`config.mk`:
```
export PLATFORM = sky130hd
export DESIGN_NAME = tachometer_period_rpm_top
export DESIGN_NICKNAME = d
export VERILOG_FILES = /design/src/rtl/tpr_pkg.sv /design/src/rtl/tpr_front.sv /design/src/rtl/tpr_fifo.sv /design/src/rtl/tpr_back.sv /design/src/rtl/tachometer_period_rpm_top.sv
export VERILOG_INCLUDE_DIRS = /design/src /design/src/rtl
export SDC_FILE = /design/constraint.sdc
export NUM_CORES = 1
export LEC_CHECK = 0
export BUFFER_PORTS_ARGS = -buffer_cell sky130_fd_sc_hd__buf_4
export CAP_MARGIN = 20
export CORE_MARGIN = 10
export CORE_UTILIZATION = 63
export CTS_CLUSTER_SIZE = 30
export DETAILED_ROUTE_END_ITERATION = 8
export PLACE_DENSITY = 0.91
export SYNTH_ARGS = -nofsm -noshare
export SYNTH_HDL_FRONTEND = slang
export SYNTH_SLANG_ARGS = --single-unit
```
`constraint.sdc`:
```
create_clock -name clk_i -period 7.5 [get_ports clk_i]
set_input_delay 0.75 -clock clk_i [delete_from_list [all_inputs] [get_ports clk_i]]
set_output_delay 0.75 -clock clk_i [all_outputs]
set_load 0.02 [all_outputs]
```
`src/rtl/tachometer_period_rpm_top_defines.svh`:
```
// Assertion macros for the tachometer block.
// Included by the top level; no other dependencies.
`ifndef TACHOMETER_PERIOD_RPM_TOP_DEFINES_SVH
`define TACHOMETER_PERIOD_RPM_TOP_DEFINES_SVH

`ifndef SYNTH
// same-cycle implication
`define TPR_ASSERT_IMP(label, ante, cons) \
  label: assert property (@(posedge clk_i) disable iff (!rst_ni) (ante) |-> (cons)) \
    else $error("tpr assertion failed");
// next-cycle implication
`define TPR_ASSERT_NXT(label, ante, cons) \
  label: assert property (@(posedge clk_i) disable iff (!rst_ni) (ante) |=> (cons)) \
    else $error("tpr assertion failed");
`else
`define TPR_ASSERT_IMP(label, ante, cons)
`define TPR_ASSERT_NXT(label, ante, cons)
`endif

`endif

```
`src/rtl/tpr_pkg.sv`:
```
// Shared constants, types and register codes for the tachometer block.
// No dependencies.
package tpr_pkg;

  localparam int PERIOD_BITS   = 16;
  localparam int PRESCALE_BITS = 10;
  localparam int DIV_BITS      = 11;
  localparam int FREQ_BITS     = 24;
  localparam int PPR_BITS      = 8;
  localparam int RPM_BITS      = 30;
  localparam int DEN_BITS      = PERIOD_BITS + PPR_BITS;
  localparam int CNT_BITS      = $clog2(RPM_BITS);
  localparam int CFG_IDX_BITS  = 2;
  localparam int CFG_DATA_BITS = FREQ_BITS;

  localparam logic [PERIOD_BITS-1:0] PERIOD_TOP     = '1;
  localparam logic [DIV_BITS-1:0]    PRESCALE_LIMIT = DIV_BITS'(1 << PRESCALE_BITS);
  localparam logic [RPM_BITS-1:0]    RPM_MAX        = RPM_BITS'(1000000000);
  localparam logic [5:0]             SECONDS_PER_MINUTE = 6'd60;

  localparam logic [DIV_BITS-1:0]  PRESCALE_DIV_RST   = DIV_BITS'(1024);
  localparam logic [FREQ_BITS-1:0] TIMER_FREQ_RST     = FREQ_BITS'(15625);
  localparam logic [PPR_BITS-1:0]  PULSES_PER_REV_RST = PPR_BITS'(7);

  typedef enum logic [CFG_IDX_BITS-1:0] {
    CFG_PRESCALE_DIV,
    CFG_TIMER_FREQ,
    CFG_PULSES_PER_REV
  } tpr_cfg_idx_e;

  typedef enum logic [1:0] {
    B_IDLE,
    B_DIV,
    B_DONE
  } tpr_bstate_e;

  typedef struct packed {
    logic [DIV_BITS-1:0]  prescale_div;
    logic [FREQ_BITS-1:0] timer_freq;
    logic [PPR_BITS-1:0]  pulses_per_rev;
  } tpr_cfg_t;

  // one captured period waiting for conversion
  typedef struct packed {
    logic [PERIOD_BITS-1:0] period;
    logic                   saturated;
  } tpr_entry_t;

  typedef struct packed {
    logic empty;
    logic full;
  } tpr_qstat_t;

endpackage

```
`src/rtl/tpr_front.sv`:
```
// Front end: prescaler, period counter and sensor edge detection.
// Pushes one captured period per rising edge of an accepted sample. Depends on tpr_pkg.
module tpr_front import tpr_pkg::*; (
  input  logic       clk_i,
  input  logic       rst_ni,
  input  tpr_cfg_t   cfg_i,
  input  logic       accept_i,
  input  logic       sensor_level_i,
  output logic       push_o,
  output tpr_entry_t entry_o
);

  logic [PRESCALE_BITS-1:0] pre_q, pre_d;
  logic [PERIOD_BITS-1:0]   cnt_q, cnt_d;
  logic                     sat_q, sat_d;
  logic                     lvl_q;
  logic [DIV_BITS-1:0]      ratio_m1;
  logic                     tick, rising;
  logic [PERIOD_BITS-1:0]   base;
  logic                     base_sat;

  always_comb begin
    if (cfg_i.prescale_div == '0) begin
      ratio_m1 = '0;
    end else if (cfg_i.prescale_div > PRESCALE_LIMIT) begin
      ratio_m1 = PRESCALE_LIMIT - DIV_BITS'(1);
    end else begin
      ratio_m1 = cfg_i.prescale_div - DIV_BITS'(1);
    end
  end

  assign tick   = DIV_BITS'(pre_q) >= ratio_m1;
  assign rising = sensor_level_i && !lvl_q;
  assign pre_d  = tick ? '0 : pre_q + PRESCALE_BITS'(1);

  // a tick in the capture cycle counts into the new period
  always_comb begin
    base     = rising ? '0 : cnt_q;
    base_sat = rising ? 1'b0 : sat_q;
    cnt_d    = base + PERIOD_BITS'(tick && (base != PERIOD_TOP));
    sat_d    = base_sat || (cnt_d == PERIOD_TOP);
  end

  assign push_o            = accept_i && rising;
  assign entry_o.period    = cnt_q;
  assign entry_o.saturated = sat_q;

  always_ff @(posedge clk_i or negedge rst_ni) begin
    if (!rst_ni) begin
      pre_q <= '0;
      cnt_q <= '0;
      sat_q <= 1'b0;
      lvl_q <= 1'b0;
    end else if (accept_i) begin
      pre_q <= pre_d;
      cnt_q <= cnt_d;
      sat_q <= sat_d;
      lvl_q <= sensor_level_i;
    end
  end

endmodule

```
`src/rtl/tpr_fifo.sv`:
```
// Two-entry queue of captured periods between front and back end.
// Depends on tpr_pkg.
module tpr_fifo import tpr_pkg::*; (
  input  logic       clk_i,
  input  logic       rst_ni,
  input  logic       push_i,
  input  tpr_entry_t entry_i,
  input  logic       pop_i,
  output tpr_entry_t head_o,
  output tpr_qstat_t stat_o
);

  tpr_entry_t mem_q [2];
  logic       wr_q, rd_q;
  logic [1:0] fill_q;

  assign head_o       = mem_q[rd_q];
  assign stat_o.empty = (fill_q == 2'd0);
  assign stat_o.full  = (fill_q == 2'd2);

  always_ff @(posedge clk_i) begin
    if (push_i) begin
      mem_q[wr_q] <= entry_i;
    end
  end

  always_ff @(posedge clk_i or negedge rst_ni) begin
    if (!rst_ni) begin
      wr_q   <= 1'b0;
      rd_q   <= 1'b0;
      fill_q <= 2'd0;
    end else begin
      if (push_i) begin
        wr_q <= ~wr_q;
      end
      if (pop_i) begin
        rd_q <= ~rd_q;
      end
      fill_q <= fill_q + 2'(push_i) - 2'(pop_i);
    end
  end

endmodule

```
`src/rtl/tpr_back.sv`:
```
// Back end: rpm conversion with a radix-2 restoring divider and output register.
// Depends on tpr_pkg.
module tpr_back import tpr_pkg::*; (
  input  logic                   clk_i,
  input  logic                   rst_ni,
  input  tpr_cfg_t               cfg_i,
  input  tpr_qstat_t             qstat_i,
  input  tpr_entry_t             head_i,
  output logic                   pop_o,
  input  logic                   out_stall_i,
  output logic                   out_valid_o,
  output logic [PERIOD_BITS-1:0] period_ticks_o,
  output logic [RPM_BITS-1:0]    rpm_o,
  output logic                   period_saturated_o,
  output logic                   period_zero_o
);

  tpr_bstate_e state_q, state_d;

  logic [DEN_BITS:0]      rem_q;
  logic [RPM_BITS-1:0]    quo_q;
  logic [DEN_BITS-1:0]    den_q;
  logic [CNT_BITS-1:0]    it_q;
  logic [PERIOD_BITS-1:0] per_q;
  logic                   sat_q;

  logic                   out_valid_q;
  logic [PERIOD_BITS-1:0] out_per_q;
  logic [RPM_BITS-1:0]    out_rpm_q;
  logic                   out_sat_q;
  logic                   out_zero_q;

  logic                last_it, out_free, load_out;
  logic [DEN_BITS:0]   rem_sh, rem_n;
  logic                ge;
  logic [RPM_BITS-1:0] rpm_fin;

  assign last_it  = (it_q == CNT_BITS'(RPM_BITS - 1));
  assign out_free = !out_valid_q || !out_stall_i;

  // next state
  always_comb begin
    state_d = state_q;
    case (state_q)
      B_IDLE:  if (!qstat_i.empty) state_d = B_DIV;
      B_DIV:   if (last_it) state_d = B_DONE;
      B_DONE:  if (out_free) state_d = B_IDLE;
      default: state_d = B_IDLE;
    endcase
  end

  // control outputs
  always_comb begin
    pop_o    = 1'b0;
    load_out = 1'b0;
    case (state_q)
      B_IDLE:  pop_o = !qstat_i.empty;
      B_DONE:  load_out = out_free;
      default: ;
    endcase
  end

  always_comb begin
    rem_sh = {rem_q[DEN_BITS-1:0], quo_q[RPM_BITS-1]};
    ge     = rem_sh >= {1'b0, den_q};
    rem_n  = ge ? rem_sh - {1'b0, den_q} : rem_sh;
  end

  // zero divisor covers both a zero period and zero pulses per revolution
  always_comb begin
    if (den_q == '0 || quo_q > RPM_MAX) begin
      rpm_fin = RPM_MAX;
    end else begin
      rpm_fin = quo_q;
    end
  end

  always_ff @(posedge clk_i) begin
    if (pop_o) begin
      quo_q <= RPM_BITS'(cfg_i.timer_freq) * RPM_BITS'(SECONDS_PER_MINUTE);
      den_q <= DEN_BITS'(head_i.period) * DEN_BITS'(cfg_i.pulses_per_rev);
      rem_q <= '0;
      it_q  <= '0;
      per_q <= head_i.period;
      sat_q <= head_i.saturated;
    end else if (state_q == B_DIV) begin
      rem_q <= rem_n;
      quo_q <= {quo_q[RPM_BITS-2:0], ge};
      it_q  <= it_q + CNT_BITS'(1);
    end
    if (load_out) begin
      out_per_q  <= per_q;
      out_rpm_q  <= rpm_fin;
      out_sat_q  <= sat_q;
      out_zero_q <= (per_q == '0);
    end
  end

  always_ff @(posedge clk_i or negedge rst_ni) begin
    if (!rst_ni) begin
      state_q     <= B_IDLE;
      out_valid_q <= 1'b0;
    end else begin
      state_q <= state_d;
      if (load_out) begin
        out_valid_q <= 1'b1;
      end else if (!out_stall_i) begin
        out_valid_q <= 1'b0;
      end
    end
  end

  assign out_valid_o        = out_valid_q;
  assign period_ticks_o     = out_per_q;
  assign rpm_o              = out_rpm_q;
  assign period_saturated_o = out_sat_q;
  assign period_zero_o      = out_zero_q;

endmodule

```
`src/rtl/tachometer_period_rpm_top.sv`:
```
// Top level of the period-measuring tachometer: config registers, front end,
// period queue and rpm back end. Depends on tpr_pkg, tpr_front, tpr_fifo, tpr_back.
//
//   channel  direction  handshake                 payload
//   in       input      in_valid_i / in_stall_o   sensor_level_i
//   out      output     out_valid_o / out_stall_i period_ticks_o, rpm_o,
//                                                 period_saturated_o, period_zero_o
//   cfg      input      cfg_we_i                  cfg_idx_i, cfg_data_i
//
// One sensor sample is taken per cycle unless stalled; edges without a result cost nothing.
// For each rising edge the back end loads the entry, runs 30 divider iterations
// (one quotient bit each), hands over to the output register, then pops the next entry.
// in_stall_o rises only while the two-entry period queue is full.
// Reset clears all control state; no clearing pass is needed.
`include "tachometer_period_rpm_top_defines.svh"

module tachometer_period_rpm_top import tpr_pkg::*; (
  input  logic                     clk_i,
  input  logic                     rst_ni,
  input  logic                     cfg_we_i,
  input  logic [CFG_IDX_BITS-1:0]  cfg_idx_i,
  input  logic [CFG_DATA_BITS-1:0] cfg_data_i,
  input  logic                     in_valid_i,
  output logic                     in_stall_o,
  input  logic                     sensor_level_i,
  output logic                     out_valid_o,
  input  logic                     out_stall_i,
  output logic [PERIOD_BITS-1:0]   period_ticks_o,
  output logic [RPM_BITS-1:0]      rpm_o,
  output logic                     period_saturated_o,
  output logic                     period_zero_o
);

  tpr_cfg_t   cfg_q;
  tpr_entry_t push_entry, head;
  tpr_qstat_t qstat;
  logic       accept, push, pop;

  always_ff @(posedge clk_i or negedge rst_ni) begin
    if (!rst_ni) begin
      cfg_q.prescale_div   <= PRESCALE_DIV_RST;
      cfg_q.timer_freq     <= TIMER_FREQ_RST;
      cfg_q.pulses_per_rev <= PULSES_PER_REV_RST;
    end else if (cfg_we_i) begin
      case (cfg_idx_i)
        CFG_PRESCALE_DIV:   cfg_q.prescale_div   <= cfg_data_i[DIV_BITS-1:0];
        CFG_TIMER_FREQ:     cfg_q.timer_freq     <= cfg_data_i[FREQ_BITS-1:0];
        CFG_PULSES_PER_REV: cfg_q.pulses_per_rev <= cfg_data_i[PPR_BITS-1:0];
        default: ;
      endcase
    end
  end

  assign in_stall_o = qstat.full;
  assign accept     = in_valid_i && !in_stall_o;

  tpr_front u_front (
    .clk_i          (clk_i),
    .rst_ni         (rst_ni),
    .cfg_i          (cfg_q),
    .accept_i       (accept),
    .sensor_level_i (sensor_level_i),
    .push_o         (push),
    .entry_o        (push_entry)
  );

  tpr_fifo u_fifo (
    .clk_i   (clk_i),
    .rst_ni  (rst_ni),
    .push_i  (push),
    .entry_i (push_entry),
    .pop_i   (pop),
    .head_o  (head),
    .stat_o  (qstat)
  );

  tpr_back u_back (
    .clk_i              (clk_i),
    .rst_ni             (rst_ni),
    .cfg_i              (cfg_q),
    .qstat_i            (qstat),
    .head_i             (head),
    .pop_o              (pop),
    .out_stall_i        (out_stall_i),
    .out_valid_o        (out_valid_o),
    .period_ticks_o     (period_ticks_o),
    .rpm_o              (rpm_o),
    .period_saturated_o (period_saturated_o),
    .period_zero_o      (period_zero_o)
  );

  // queue must never overflow or underflow
  `TPR_ASSERT_IMP(a_no_push_full, push, !qstat.full)
  `TPR_ASSERT_IMP(a_no_pop_empty, pop, !qstat.empty)
  // zero-period flag must track the captured period and force the maximum rpm
  `TPR_ASSERT_IMP(a_zero_flag, out_valid_o, period_zero_o == (period_ticks_o == '0))
  `TPR_ASSERT_IMP(a_zero_rpm, out_valid_o && period_zero_o, rpm_o == RPM_MAX)

endmodule
```
==> Word-level counts from Yosys, hierarchy flattened <==
Memory sizes are Yosys's and may differ from the RTL's.
Index checks and enable logic that the tools add are counted.
{ "classes": {"bitwise_logic": 2, "order_cmp": 4, "mux": 18, "n_mul": 2, "n_addsub": 7, "reduce_logical": 23, "eq_ne": 12} }
{ "ops": {"columns": ["op", "n"], "rows": [
  ["$mux 30", 2],
  ["$gt 30x30->1 const B", 1],
  ["$mul 24x4->28 const B", 1],
  ["$ge 25x24->1", 1],
  ["$logic_not 24->1", 1],
  ["$mul 16x8->24", 1],
  ["$mux 24", 1],
  ["$sub 24x24->24", 1],
  ["$mux 11", 2],
  ["$add 16x1->16", 1],
  ["$eq 16x16->1 const B", 1],
  ["$logic_not 16->1", 1],
  ["$mux 16", 1],
  ["$ne 16x16->1 const B", 1],
  ["$ge 10x11->1", 1],
  ["$gt 11x11->1 const B", 1],
  ["$logic_not 11->1", 1],
  ["$sub 11x1->11 const B", 1],
  ["$add 10x1->10 const B", 1],
  ["$mux 10", 1],
  ["$mux 1", 7],
  ["$eq 2x2->1 const B", 3],
  ["$logic_not 2->1", 3],
  ["$mux 2", 3],
  ["15 further kinds", 30]
]} }
{ "totals": {"elab_cells": 92, "output_inout_bits": 50, "mem_bits_rw": 34, "memories": 1, "inputBits": 32, "register_bits": 226} }
{ "memory_table": {"columns": ["memory", "depth", "word_bits", "read_ports", "rd_ports_with_merged_regs", "wr", "line", "rtl"], "rows": [
  ["u_fifo.mem_q", 2, 17, 1, 0, 1, "tpr_fifo.sv:13", "tpr_entry_t mem_q [2];"]
]} }

==> Depth between registers and ports, before layout <==
Gate-level depths: netlist of run 1.
{ "depth": {"ltp_word": 8, "depth_mapped": 24, "mapped_depth_nobuf": 24} }

==> Hierarchy <==
Synthesis of run 1 repeated with hierarchy kept, for this count alone.
{ "hier_totals": {"hier_cells": 1672, "area_unflattened_um2": 18340.1} }
{ "by_module_without_submodules": {"columns": ["mod", "seq_area_each_um2", "cells_per_inst", "area_per_inst_um2", "n_inst"], "rows": [
  ["tpr_back", 4209.0, 1269, 13101.3, 1],
  ["tpr_front", 700.7, 242, 2107.0, 1],
  ["tachometer_period_rpm_top", 1089.8, 93, 1657.8, 1],
  ["tpr_fifo", 1121.1, 68, 1473.9, 1]
]} }

==> Worst setup path after synthesis of run 1 <==
No wires, ideal clock.
{ "synth_timing": {"path_kind": "register -> register", "startpoint": "reg u_fifo.rd_q", "endpoint": "reg u_back.den_q[20], data pin", "t_required_ps": 7242, "n_path_buf": 2, "t_arrival_ps": 5380, "path_slack_ps": 1862, "stages_incl_launch_ff": 21, "period_less_slack_ps": 5638, "setup_time_ps": 258, "cell_sequence": "dfrtp_1 clkbuf_1 buf_1 mux2_2 and2_1 fa_1 inv_1 fa_1 fa_1 fa_1 inv_1 ha_1 a21oi_1 nand2_1 o21ai_1 a31oi_1 a31oi_1 o21ai_1 a21o_1 a21oi_1 xnor2_1"} }
{ "synth_rtl": {"columns": ["item", "line", "rtl"], "rows": [
  ["start, declared", "tpr_fifo.sv:14", "logic wr_q, rd_q;"],
  ["start signal, assigned", "tpr_fifo.sv:37", "rd_q <= ~rd_q;"],
  ["end signal, assigned", "tpr_back.sv:81", "den_q <= DEN_BITS'(head_i.period) * DEN_BITS'(cfg_i.pulses_per_rev);"],
  ["end, declared", "tpr_back.sv:22", "logic [DEN_BITS-1:0] den_q;"]
]} }

==> qor.yml, run 1 <==
clocking:
  cts_hold_buf: 0
  clk_pin_slew_worst_paths_ns: 0.07
  htreeDepth: 1
  cts_sinks: 260
  ctsRootBufferMaster: "clkbuf_16"
  clk_latency_ns: 0.54
  cts_buffer_depth: 3
  cts_setup_buffers: 0
  ctsResizeCount: 0
  cts_tree: "yes"
  numCtsBuffers: 27
die:
  rows: 61
  core_area_um2: 27900
  die_y_um: 189
  io_pins: 82
  die_w_um: 189
  initial_core_util_pct: 64.2
  die_area_um2: 35600
placement:
  dp_cells: 2077
  port_buffers: 81
  dp_hpwl_mm: 31.2
  place_congestion: 0.939
logic_synthesis:
  synth_flop_cell: "edfxtp_1"
  synth_warnings: 0
  synth_top_area_share_pct: 25.3
  synth_compound_area_share_pct: 11.3
  synth_area_leaders: "edfxtp_1 25%, fa_1 15%, dfrtp_1 9.3%, ha_1 8.2%, mux2_2 3.6%"
  synth_nets: 1937
  synth_top_area_cell: "edfxtp_1"
  synth_top_family_by_area: "adder cells"
  synth-seq-cells: 260
  yosys.area_share.simple_pct: 13.6
  ys_seq_area_share_pct: 39.7
  async_flop_share_pct: 30.0
  ys_types: 78
  synth_area_um2: 17900
  avgSynthCellArea_um2: 10.8
  synthMuxAreaShare_pct: 4.69
  synth_commonest_cells: "158 x nand2_1, 151 x edfxtp_1, 149 x inv_1"
  synth_most_common_cell: "nand2_1"
  synth_edf_count: 151
  syn_inst: 1658
  synth_xor_area_share_pct: 3.81
  synthAdderAreaFrac_pct: 22.7
setup_path:
  crit_chain: "mux2i_1, inv_1, nand2_1, fa_1, fa_1, fa_1, fa_1, inv_1, ha_1, a21oi_1, nand2_1, o21ai_1, a31oi_1, a31oi_1, o21ai_1, a21o_1, a21oi_1, xnor2_1"
  crit_start: "u_fifo.rd_q$_DFFE_PN0P_"
  cp_common_cell: "fa_1"
  worstPathArrival_ns: 6.64
  slowest_stage: "dfrtp_1"
  cp_top_family: "adder cells"
  max_stage_delay_ns: 0.85
  crit_path_start_kind: "flip-flop"
  cp-end-kind: "flip-flop"
  crit-reg2reg-launch: "u_fifo.rd_q$_DFFE_PN0P_"
  path_class: "flip-flop to flip-flop"
  crit_fanout: 18
  cp_data_required_time_ns: 7.79
  cp_num_buf_inv: 2
routing:
  routed_wl_mm: 45.7
  route.detailed.drc: 0
  vias: 13600
  drt-wirelength-per-cell_um: 21.5
  dr.pass1.iters: 6
  avgViaCountPerCell: 6.39
  drt_first_iter_violations: 1728
  postRouteAntennaNets: 0
timing:
  slew_viol_final: 0
  setup_tns_ns: 0
  skew_ns: 0.0130
  rsz0062_at_grt: "no"
  tightest_slew_ns: 1.03
  hold_viol_final: 0
  post-route-period-util_pct: 84.7
  maxSlewHeadroom_pct: 31.2
  finalSetupViolCount: 0
  fmax_mhz: 158
  period_minus_slack_ns: 6.35
layout:
  drive_above_1_share_pct: 12.3
  final_cells: 2127
  nets: 2008
  fillerInstances: 1807
  syn_to_final_growth_pct: 10.3
  num_antenna_cells: 0
hold_path:
  min_path_type: "primary input to async pin"
global_routing:
  gr-total-overflow: 0
  track_usage_pct: 25.2
  grt_max_degree: 79
  grt_pass1_vias: 14000
  antenna_found_initial: 0
  grt_pass1_wl_mm: 73.8
outcome:
  status: "completed"
flow_run:
  cap_violations: 0
kinds of logic after synthesis:
kind of cell | count (synthesis)
AOI/OAI and AO/OA | 315
DFF | 260
adders and majority gates | 248
and+or+nand+nor | 484
buffers and inverters | 196
muxes | 77
xor gates and xnor gates | 78
cells in the final DEF, fill, tap and decap left out, types with 9 or more instances in the layout:
cell type    n
buf_4       87
nand2_1    158
mux2i_1     20
nand4_1     20
dfstp_2     11
o21a_1       9
nor2b_1     17
and3_1      12
a21o_1      28
clkbuf_1     9
xor2_1      36
dfrtp_1     67
a211oi_1    24
or3_1       11
a22o_1      10
nor3_1      16
edfxtp_1   151
o21ai_0     91
ha_1       117
fa_1       130
clkbuf_16   29
inv_1      149
xnor2_1     42
dfxtp_1     31
mux2_2      57
nand3_1     26
and2_1      89
nand2b_1    27
o21ai_1     11
nor2_1      72
a21oi_1     77
nor4_1      15
worst paths after layout:
check,cells after the start,end,slack (ns)
hold / removal,1,u_front.pre_q[5]$_DFFE_PN0P_,0.39
setup reg to reg,18,u_back.den_q[20]$_DFFE_PP_,1.15
setup / recovery,18,u_back.den_q[20]$_DFFE_PP_,1.15
hold reg to reg,0,u_back.period_saturated_o$_DFFE_PP_,0.42
min in group clk_i,3,u_front.lvl_q$_DFFE_PN0P_,0.42
max in group asynchronous,1,u_back.state_q[1]$_DFFE_PN0P_,6.45
layer usage:
metal	vias up	track usage, %	share of wire (%)
li1	5926	-	-
met1	6566	31.7	38
met2	875	42.6	49
met3	216	3.86	8.7
met4	0	10.5	4.7
met5	-	0	0
sequential cells by signal, summed over array words and instances (netlist names), 2 cells and up:
| name | cells |
|---|---|
| u_back.per_q | 16 |
| cfg_q | 43 |
| u_front.cnt_q | 16 |
| u_back.period_ticks_o | 16 |
| u_back.it_q | 5 |
| u_front.pre_q | 10 |
| u_back.quo_q | 30 |
| u_back.rpm_o | 30 |
| u_fifo.mem_q | 34 |
| u_fifo.fill_q | 2 |
| u_back.den_q | 24 |
| u_back.state_q | 2 |
| u_back.rem_q | 24 |
layout make-up:
| class | instances | area [um^2] | share of cell area, % |
|---|---|---|---|
| repair buffers | 88 | 668 | 3.38 |
| inverters | 150 | 563 | 2.85 |
| well taps | 378 | 473 | 2.39 |
| clock inverters | 7 | 70.1 | 0.354 |
| clock buffers | 42 | 815 | 4.12 |
| multi-input cells | 1202 | 10100 | 50.9 |
| flip-flops and latches | 260 | 7120 | 36.0 |
stage by stage:
stage	hold WS [ns]	setup slack, ns	instance area (um^2)	utilization, %
3_5_place_dp	0.406	1.47	18900	67.6
2_1_floorplan	0.400	1.86	17900	-
4_1_cts	0.415	1.27	19800	70.8
5_1_grt	0.443	0.826	19800	70.8
6_report	0.389	1.15	19800	70.8
3_3_place_gp	0.407	1.80	18900	67.6
Power of run 1 is left out: the tool's default activity adds up to more than one toggle a clock period on the data nets, which glitch-free logic cannot reach.
==> run 2, diff against run 1 <==
--- a/config.mk
+++ b/config.mk
@@ -6,6 +6,7 @@
 export SDC_FILE = /design/constraint.sdc
 export NUM_CORES = 1
 export LEC_CHECK = 0
+export ABC_AREA = 1
 export BUFFER_PORTS_ARGS = -buffer_cell sky130_fd_sc_hd__buf_4
 export CAP_MARGIN = 20
 export CORE_MARGIN = 10
==> constraint.sdc (replaced) <==
create_clock -name clk_i -period 6.5 [get_ports clk_i]
set_input_delay 0.65 -clock clk_i [delete_from_list [all_inputs] [get_ports clk_i]]
set_output_delay 0.65 -clock clk_i [all_outputs]
set_load 0.02 [all_outputs]
==> qor.yml, run 2 <==
logic_synthesis:
  ys_seq_area_share_pct: 37.4
  synth_nets: 2519
  synth_area_leaders: "edfxtp_1 24%, fa_1 14%, nand2_1 10%, dfrtp_1 8.8%, ha_1 7.7%"
  synth_edf_count: 151
  synth_top_family_by_area: "simple AND/OR/NAND/NOR gates"
  async_flop_share_pct: 30.0
  yosys.area_share.simple_pct: 22.1
  synth_commonest_cells: "520 x nand2_1, 357 x inv_1, 247 x nor2_1"
  synth_compound_area_share_pct: 7.65
  synth_area_um2: 19000
  synthMuxAreaShare_pct: 0.651
  synth_flop_cell: "edfxtp_1"
  synth_top_area_share_pct: 23.8
  ys_types: 58
  syn_inst: 2240
  synth_xor_area_share_pct: 2.39
  synth_top_area_cell: "edfxtp_1"
  synth_most_common_cell: "nand2_1"
  synth-seq-cells: 260
  avgSynthCellArea_um2: 8.50
  synth_warnings: 0
  synthAdderAreaFrac_pct: 21.4
routing:
  routed_wl_mm: 49.7
  postRouteAntennaNets: 0
  dr.pass1.iters: 6
  route.detailed.drc: 0
  drt_first_iter_violations: 1640
  drt-wirelength-per-cell_um: 18.2
  route.top_layer_used: "met4"
  m1WireLength_mm: 19.5
  vias: 15900
  route.met2.wl_mm: 23.9
  wl_met3_mm: 4.16
  avgViaCountPerCell: 5.83
die:
  core_area_um2: 29700
  die_y_um: 194
  initial_core_util_pct: 64.1
  die_area_um2: 37600
  die_w_um: 194
  rows: 63
  io_pins: 82
setup_path:
  path_class: "flip-flop to flip-flop"
  reg2reg_depth: 17
  worstPathArrival_ns: 6.19
  crit_fanout: 18
  cp_data_required_time_ns: 6.78
  crit_start: "u_fifo.rd_q$_DFFE_PN0P_"
  crit_path_start_kind: "flip-flop"
  crit-reg2reg-launch: "u_fifo.rd_q$_DFFE_PN0P_"
  cp-end-kind: "flip-flop"
  regToRegSetupSlack_ns: 0.59
  rr_endpoint: "u_back.den_q[17]$_DFFE_PP_"
timing:
  maxSlewHeadroom_pct: 35.7
  fmax_mhz: 169
  post-route-period-util_pct: 90.9
  slew_viol_final: 0
  rsz0062_at_grt: "no"
  skew_ns: 0.0195
  setup_ws_ns: 0.591
  finalSetupViolCount: 0
  holdWs_ns: 0.335
  period_minus_slack_ns: 5.91
  hold_viol_final: 0
  setup_tns_ns: 0
  tightest_slew_ns: 0.954
global_routing:
  track_usage_pct: 25.7
  antenna_found_initial: 0
  grt_pass1_vias: 15800
  grt_max_degree: 79
  grt_pass1_wl_mm: 80.5
  gr-total-overflow: 0
layout:
  final_cell_mix: "520 x nand2_1, 357 x inv_1, 246 x nor2_1"
  fillerInstances: 2112
  syn_to_final_growth_pct: 10.6
  nets: 2600
  multi_input_area_um2: 10300
  top_regs: "cfg_q (43), u_fifo.mem_q (34)"
  regMostFlops: "cfg_q"
  drive_above_1_share_pct: 8.75
  seqCellArea_um2: 7120
  num_antenna_cells: 0
  largest_reg_flops: 43
  fin_area_um2: 21100
  final_common_cell: "nand2_1"
clocking:
  ctsRootBufferMaster: "clkbuf_16"
  htreeDepth: 1
  ctsResizeCount: 0
  numCtsBuffers: 28
  clk_latency_ns: 0.55
  clk_pin_slew_worst_paths_ns: 0.06
  cts_tree: "yes"
  cts_buffer_depth: 3
  cts_sinks: 260
hold_path:
  min_path_type: "primary input to flip-flop"
  holdPathEnd: "cfg_q[26]$_DFFE_PN0P_"
  min_path_cells: 2
  worstHoldStart: "cfg_data_i[18]"
placement:
  place_congestion: 1.02
  place_area_um2: 20000
  dp_hpwl_mm: 37.3
  port_buffers: 81
  place_ws_ns: 0.685
flow_run:
  cap_violations: 0
outcome:
  status: "completed"
==> run 2: critical path, stage by stage (launching register included) <==
cell and delay [ns]:
dfrtp_1 0.67, inv_1 0.37, or2_2 0.36, o21ai_0 0.35
inv_1 0.23, nand2_1 0.17, fa_1 0.47, fa_1 0.53
fa_1 0.52, fa_1 0.54, inv_1 0.04, ha_1 0.35
a21oi_1 0.23, inv_1 0.06, a21oi_1 0.21, o21ai_0 0.19
a21oi_1 0.23, xnor2_1 0.11
==> run 2: layer usage <==
layer / GRT usage, % / vias up
li1: - / 7396
met1: 33.1 / 7560
met2: 43.0 / 839
met3: 3.75 / 146
met4: 10.4 / 0
met5: 0 / -
==> run 2: worst max path at each step <==
stage	depth (start not counted)	end
final	17	u_back.den_q[17]$_DFFE_PP_
after global placement	17	u_back.den_q[17]$_DFFE_PP_
after floorplan	20	u_back.den_q[19]$_DFFE_PP_
after global routing	17	u_back.den_q[17]$_DFFE_PP_
after CTS	17	u_back.den_q[17]$_DFFE_PP_
after detailed placement	17	u_back.den_q[17]$_DFFE_PP_
==> run 2: repair_timing <==
| item | CTS | global route |
|---|---|---|
| hold buffers | 0 | 1 |
| endpoints found under the hold margin | 0 | 7 |
| setup buffers | 0 | 0 |
==> run 2: kinds of logic after synthesis <==
family          count (synthesis)
buf+inv                       402
xor+xnor                       52
simple gates                  996
flops                         260
fa+ha+maj                     247
compound gates                272
mux                            11
==> run 2: through the flow <==
stage                     utilization, %  cells
after floorplan                        -   2240
after CTS                           70.6   2729
after global routing                70.9   2733
after global placement              67.2   2677
after detailed placement            67.2   2677
final                               70.9   2733
==> run 2: final cells by class <==
type	count	area share, %
clock inverter	10	0.636
sequential	260	33.8
inverter	361	6.43
clock buffer	42	4.16
tap	390	2.32
timing repair buffer	92	3.58
multi-input combinational	1578	49.1
Power of run 2 is left out for the same reason.
==> run 3, diff against run 2 <==
--- a/config.mk
+++ b/config.mk
@@ -13,6 +13,7 @@
 export CORE_UTILIZATION = 63
 export CTS_CLUSTER_SIZE = 30
 export DETAILED_ROUTE_END_ITERATION = 8
+export MAX_ROUTING_LAYER = met4
 export PLACE_DENSITY = 0.91
 export SYNTH_ARGS = -nofsm -noshare
 export SYNTH_HDL_FRONTEND = slang
==> qor.yml, run 3 (same netlist as run 2, synthesis figures left out) <==
global_routing:
  grt_use_met1_pct: 33.3
  grt_max_degree: 79
  track_usage_pct: 26.7
  grt_pass1_vias: 15900
  antenna_found_initial: 0
  busiest_layer: "met2"
  gr-total-overflow: 0
  grt_pass1_wl_mm: 81.1
  grt_use_met3_pct: 3.03
  grt_use_met2_pct: 44.9
timing:
  slew_viol_final: 0
  fmax_mhz: 171
  hold_viol_final: 0
  tightest_slew_ns: 1.08
  finalSetupViolCount: 0
  skew_ns: 0.0273
  setup_tns_ns: 0
  period_minus_slack_ns: 5.84
  rsz0062_at_grt: "no"
  maxSlewHeadroom_pct: 26.9
  post-route-period-util_pct: 89.8
setup_path:
  worstPathArrival_ns: 6.12
  crit_fanout: 18
  crit_path_start_kind: "flip-flop"
  cp_data_required_time_ns: 6.79
  cp-end-kind: "flip-flop"
  path_class: "flip-flop to flip-flop"
die:
  core_area_um2: 29700
  rows: 63
  initial_core_util_pct: 64.1
  die_y_um: 194
  die_area_um2: 37600
  die_w_um: 194
  io_pins: 82
layout:
  top_regs: "cfg_q (43), u_fifo.mem_q (34)"
  syn_to_final_growth_pct: 10.3
  largest_reg_flops: 43
  regMostFlops: "cfg_q"
  drive_above_1_share_pct: 8.58
  final_common_cell: "nand2_1"
  final_cell_mix: "520 x nand2_1, 357 x inv_1, 246 x nor2_1"
  num_antenna_cells: 0
  nets: 2600
flow_run:
  cap_violations: 0
routing:
  vias: 15800
  drt-wirelength-per-cell_um: 18.4
  postRouteAntennaNets: 0
  routed_wl_mm: 50.4
  route.detailed.drc: 0
  dr.pass1.iters: 6
  avgViaCountPerCell: 5.79
  drt_first_iter_violations: 1587
clocking:
  ctsRootBufferMaster: "clkbuf_16"
  cts_hold_buf: 0
  htreeDepth: 1
  clk_pin_slew_worst_paths_ns: 0.06
  ctsResizeCount: 0
  cts_tree: "yes"
  clk_latency_ns: 0.55
  cts_sinks: 260
  numCtsBuffers: 28
  cts_setup_buffers: 0
  cts_buffer_depth: 3
hold_path:
  min_path_type: "primary input to flip-flop"
placement:
  place_congestion: 1.07
  dp_hpwl_mm: 38.2
  port_buffers: 81
outcome:
  status: "completed"
==> run 3: cell count changes in the layout (fill, tap and decap cells not counted) <==
cell | previous run | this run
clkbuf_1 | 5 | 8
clkbuf_16 | 31 | 30
clkbuf_8 | 6 | 1
clkinv_1 | 1 | 2
clkinv_2 | 4 | 5
inv_6 | 1 | 2
==> run 3: layer usage <==
metal  up-vias  part of all wire [%]
met1      7554                    40
met5         -                     0
li1       7382                     -
met2       765                    49
met4         0                   3.7
met3       130                   7.0
==> run 3: worst paths after layout <==
check | from | endpoint | slack, ns | cells after the start
max | u_fifo.rd_q$_DFFE_PN0P_ | u_back.den_q[19]$_DFFE_PP_ | 0.66 | 18
min | cfg_data_i[17] | cfg_q[25]$_DFFE_PN0P_ | 0.35 | 2
max reg2reg | u_fifo.rd_q$_DFFE_PN0P_ | u_back.den_q[19]$_DFFE_PP_ | 0.66 | 18
min reg2reg | u_back.sat_q$_DFFE_PP_ | u_back.period_saturated_o$_DFFE_PP_ | 0.42 | 0
max in group asynchronous | rst_ni | cfg_q[8]$_DFFE_PN1P_ | 5.35 | 3
min in group asynchronous | rst_ni | cfg_q[40]$_DFFE_PN0P_ | 0.52 | 2
==> run 3: worst max-delay path: stages (launching register included) <==
cell	delay (ns)
dfrtp_1	0.63
inv_1	0.34
or2_2	0.37
o21ai_0	0.36
inv_1	0.24
nand2_1	0.15
fa_1	0.46
fa_1	0.52
fa_1	0.53
fa_1	0.55
inv_1	0.04
ha_1	0.36
a21oi_1	0.25
o21ai_0	0.15
nand2_1	0.08
nand2_1	0.06
a21oi_1	0.19
o21ai_0	0.14
xor2_1	0.16
==> run 3: area by class of cell <==
class,instances,area [um^2]
Tap cell,390,488
Fill cell,2183,8720
Sequential cell,260,7120
Inverter,361,1360
Timing Repair Buffer,92,753
Clock inverter,13,151
Multi-Input combinational cell,1578,10300
Clock buffer,39,795
==> run 3: per-stage QoR <==
| step | worst slack [ns] | cells | hold slack (ns) | util [%] | instance area, um^2 |
|---|---|---|---|---|---|
| after floorplan | 1.55 | 2240 | 0.354 | - | 19000 |
| after global placement | 0.806 | 2677 | 0.407 | 67.2 | 20000 |
| after detailed placement | 0.704 | 2677 | 0.415 | 67.2 | 20000 |
| after CTS | 0.705 | 2729 | 0.317 | 70.3 | 20900 |
| after global routing | 0.229 | 2733 | 0.345 | 70.7 | 21000 |
| final | 0.661 | 2733 | 0.349 | 70.7 | 21000 |
Power of run 3 is left out for the same reason.
